File: src/rtl/core/power_law_capillary_pressure_assert.svh
// assertion macros shared by the capillary pressure rtl
// both sample on clk and stay quiet while rst_n is low
`ifndef POWER_LAW_CAPILLARY_PRESSURE_ASSERT_SVH
`define POWER_LAW_CAPILLARY_PRESSURE_ASSERT_SVH

// same-cycle implication
`define PLCP_ASSERT_SAME(label, ante, cons) \
    label: assert property (@(posedge clk) disable iff (!rst_n) (ante) |-> (cons)) \
        else $error("plcp assertion failed");

// next-cycle implication
`define PLCP_ASSERT_NEXT(label, ante, cons) \
    label: assert property (@(posedge clk) disable iff (!rst_n) (ante) |=> (cons)) \
        else $error("plcp assertion failed");

`endif

File: src/rtl/core/plcp_div.sv
`default_nettype none

module plcp_div #(
    parameter int QW    = 47,
    parameter int DW    = 16,
    parameter int STEPS = 4
) (
    input  wire logic          clk,
    input  wire logic          en,
    input  wire logic [DW-1:0] rem_in,
    input  wire logic [QW-1:0] num_in,
    input  wire logic [DW-1:0] den_in,
    output logic      [QW-1:0] quot
);

    localparam int NST = (QW + STEPS - 1) / STEPS;

    logic [DW-1:0] rem_src [0:NST];
    logic [QW-1:0] num_src [0:NST];
    logic [QW-1:0] q_src   [0:NST];
    logic [DW-1:0] den_src [0:NST];

    logic [DW-1:0] rem_reg [0:NST-1];
    logic [QW-1:0] num_reg [0:NST-1];
    logic [QW-1:0] q_reg   [0:NST-1];
    logic [DW-1:0] den_reg [0:NST-1];

    logic [DW-1:0] rem_next [0:NST-1];
    logic [QW-1:0] num_next [0:NST-1];
    logic [QW-1:0] q_next   [0:NST-1];

    assign rem_src[0] = rem_in;
    assign num_src[0] = num_in;
    assign q_src[0]   = '0;
    assign den_src[0] = den_in;

    for (genvar g = 0; g < NST; g++) begin : g_stage
        assign rem_src[g+1] = rem_reg[g];
        assign num_src[g+1] = num_reg[g];
        assign q_src[g+1]   = q_reg[g];
        assign den_src[g+1] = den_reg[g];

        // restoring steps, one quotient bit each
        always_comb
        begin
            logic [DW:0]   t;
            logic [DW-1:0] r;
            logic [QW-1:0] nm;
            logic [QW-1:0] q;
            r  = rem_src[g];
            nm = num_src[g];
            q  = q_src[g];
            t  = '0;
            for (int k = 0; k < STEPS; k++)
            begin
                if (g * STEPS + k < QW)
                begin
                    t  = {r, nm[QW-1]};
                    nm = {nm[QW-2:0], 1'b0};
                    if (t >= {1'b0, den_src[g]})
                    begin
                        r = DW'(t - {1'b0, den_src[g]});
                        q = {q[QW-2:0], 1'b1};
                    end
                    else
                    begin
                        r = t[DW-1:0];
                        q = {q[QW-2:0], 1'b0};
                    end
                end
            end
            rem_next[g] = r;
            num_next[g] = nm;
            q_next[g]   = q;
        end

        always_ff @(posedge clk)
        begin
            if (en)
            begin
                rem_reg[g] <= rem_next[g];
                num_reg[g] <= num_next[g];
                q_reg[g]   <= q_next[g];
                den_reg[g] <= den_src[g];
            end
        end
    end

    assign quot = q_reg[NST-1];

endmodule

`default_nettype wire

File: config.mk
export PLATFORM = sky130hd
export DESIGN_NAME = plcp_div
export DESIGN_NICKNAME = d
export VERILOG_FILES = /design/src/rtl/core/power_law_capillary_pressure_assert.svh /design/src/rtl/core/plcp_div.sv
export SDC_FILE = /design/constraint.sdc
export NUM_CORES = 2
export LEC_CHECK = 0
export ABC_AREA = 1
export BUFFER_PORTS_ARGS = -buffer_cell sky130_fd_sc_hd__clkbuf_2
export CAP_MARGIN = 30
export CORE_MARGIN = 8
export CORE_UTILIZATION = 30
export DETAILED_ROUTE_END_ITERATION = 12
export PLACE_DENSITY_LB_ADDON = 0.1
export SETUP_SLACK_MARGIN = 0.5
export SLEW_MARGIN = 10
export SYNTH_ARGS = -nofsm -noshare
export SYNTH_HDL_FRONTEND = slang
export SYNTH_SLANG_ARGS = --single-unit
File: constraint.sdc
create_clock -name clk -period 7 [get_ports clk]
set_input_delay 0 -clock clk [delete_from_list [all_inputs] [get_ports clk]]
set_output_delay 0 -clock clk [all_outputs]
set_load 0.01 [all_outputs]
==> results.cfg <==
[finish]
fin_util_pct = 47.55
nFillCells = 24240
nets = 13500
stdcell_area_um2 = 118000
area.growth.synth_to_final_pct = 57.97
largest_reg_flops = 311
drive_gt1_share_pct = 41.65

[logic_synthesis]
yosysSeqAreaShare_pct = 36.82
syn-num-nets = 10270
synth_edf_count = 916
synth.avg_cell_area_um2 = 7.955
yosys_register_bits = 916
netlist_area_um2 = 74710
yosys-top-cells-area = edfxtp_1, nand2_1, ha_1
synthArstFlopShare_pct = 0
yosysWarnings = 0
yosysTopAreaCellShare_pct = 36.82
synth_cell_types = 67
yosysMostFrequentCell = nand2_1
syn_inst = 9392
synthTopCellsByCount = nand2_1, inv_1, edfxtp_1
synth_largest_area_cell = edfxtp_1
synthFlopType = edfxtp_1

[sta]
hold_viol_final = 0
report.final.slew_viol_count = 0
worst_slew_pin_slew_ns = 1.203
fin_crit_ns = 7.057
clock_skew_ns = 0.04185
fmax_ghz = 0.1417
slew_headroom_pct = 19.78
grt_setup_unrepaired = yes
setup_viol = 17
finalCritPeriodShare_pct = 100.8
finalWorstSetupSlack_ns = -0.05744

[clocking]
cts_tree = yes
cts_buffers = 110
clock_latency_ns = 0.80
ctsLongestPathBuffers = 3
root_buffer = clkbuf_16
clkSinkCount = 916
clk_pin_slew_ns = 0.06
htree_levels = 3

[status]
status = finished, violations left
violations = setup timing

[placed_design]
io_buffers = 127
dp_hpwl_um = 218000
placed_cell_area_um2 = 100200
gp_congestion = 0.9074

[drt]
drt_iter0_drc = 3575
dr_total_vias = 74990
wl_um = 280400
routedWlPerCell_um = 17.47
final_antenna_net_count = 0
avgViaCountPerCell = 4.672
route.detailed.drc = 0
drtPass1Iterations = 7

[grt]
grt_max_degree = 159
grt_util_all_layers_pct = 20.12
antenna_found_initial = 6
grt_pass1_vias = 75400
overflow = 0
grt_pass1_wl_um = 426700

[worst_setup_path]
start_kind = register
path_common_cell = nand2_2
arrival_ns = 7.71
worst-endpoint-required_ns = 7.65
max_stage_delay_ns = 0.48
path_max_fanout = 8
path_class = register to register
cpMaxStageDelayCell = edfxtp_1
endpoint_kind = register

[die]
initial_utilization_pct = 30.10
core_area_um2 = 248200
ios = 128
fp.dieW_um = 515.0
fp.dieH_um = 515.0
die_area_um2 = 265300
rows = 183

[worst_hold_path]
hold_path_class = input port to register

[job]
maxCapViolations = 0
## timing repair
action,CTS,global route
setup endpoints to repair,175,188
cloned,29,13
pin swaps,379,416
hold endpoints to repair,157,0
setup buffers,263,158
gates resized for setup,996,966
hold buffers,109,0
## metrics by stage
step           TNS [ns]  setup slack [ns]  hold slack (ns)  cells
5_1_grt          -45.52           -0.4233          0.04435  16050
3_3_place_gp     -73.59           -0.8520           0.1777  15270
3_5_place_dp     -75.24           -0.7981           0.1786  15270
2_1_floorplan         0            0.3826          0.09887   9392
4_1_cts         -0.4614          -0.04986         0.003260  15880
6_report        -0.3406          -0.05744          0.08324  16050
## cell families (layout without fill, tap and decap cells)
family	count (synthesis)	in the layout	synth area share, %
and+or+nand+nor	4591	4614	26.67
DFF	916	916	36.82
adders and majority gates	798	798	13.83
AOI/OAI and AO/OA	1266	1266	9.365
other	0	3	0
buffers and inverters	1278	4583	6.962
xor gates and xnor gates	543	543	6.365
## layout by cell type, fill, tap and decap left out, types with 39 or more instances in the layout
| cell type | count |
|---|---|
| a21o_1 | 43 |
| a21oi_1 | 418 |
| a21oi_2 | 176 |
| buf_12 | 47 |
| buf_4 | 2825 |
| buf_6 | 96 |
| clkbuf_16 | 119 |
| clkbuf_2 | 126 |
| dlygate4sd3_1 | 109 |
| edfxtp_1 | 916 |
| ha_1 | 364 |
| ha_4 | 379 |
| inv_1 | 934 |
| inv_2 | 191 |
| nand2_1 | 2429 |
| nand2_2 | 520 |
| nand2_4 | 104 |
| nand3_1 | 623 |
| nand3_2 | 131 |
| nand3_4 | 39 |
| nand3b_1 | 48 |
| nand4_1 | 118 |
| nor2_1 | 324 |
| nor2_2 | 65 |
| nor3_1 | 39 |
| o21ai_0 | 223 |
| o21ai_1 | 78 |
| o21ai_2 | 88 |
| xnor2_1 | 219 |
| xor2_1 | 307 |
## metal layers
metal  track usage, %  vias up  share of wire (%)
met2            35.60     1047                 49
met3            1.985      336                2.8
met4            5.038        0                2.6
met5                0        -                  0
met1            26.31    35490                 46
li1                 -    38120                  -
## worst paths after layout
kind,startpoint,slack (ns),to,depth (start not counted)
setup reg to reg,den_reg[5][6]$_DFFE_PP_,-0.06,rem_reg[6][14]$_DFFE_PP_,49
hold reg to reg,q_reg[0][143]$_DFFE_PP_,0.39,q_reg[1][6]$_DFFE_PP_,0
hold / removal,num_in[45],0.08,rem_reg[0][2]$_DFFE_PP_,8
setup / recovery,den_reg[5][6]$_DFFE_PP_,-0.06,rem_reg[6][14]$_DFFE_PP_,49
## layout make-up
class                           instances  area (µm²)  share of cell area [%]
Clock buffer                          132        2878                   2.438
Sequential cell                       916       27510                   23.31
Timing Repair Buffer                 3229       25510                   21.61
Multi-Input combinational cell       7221       52670                   44.63
Inverter                             1144        4392                   3.721
Antenna cell                            3       7.507                0.006361
Tap cell                             3330        4167                   3.530
Clock inverter                         76       878.3                  0.7442
Timing Repair inverter                  2       15.01                 0.01272
## critical path, delay by kind of cell, from the launching register on
| kind | cells | cell delay (ns) |
|---|---|---|
| AO/OA/AOI/OAI | 9 | 1.52 |
| buffers and inverters | 7 | 0.78 |
| flip-flops | 1 | 0.48 |
| AND/OR/NAND/NOR | 29 | 3.01 |
| adder cells (fa/ha/maj) | 4 | 1.11 |
Power is not shown: default switching activity piles up to over one toggle a cycle in this logic, so the estimate is an artifact.
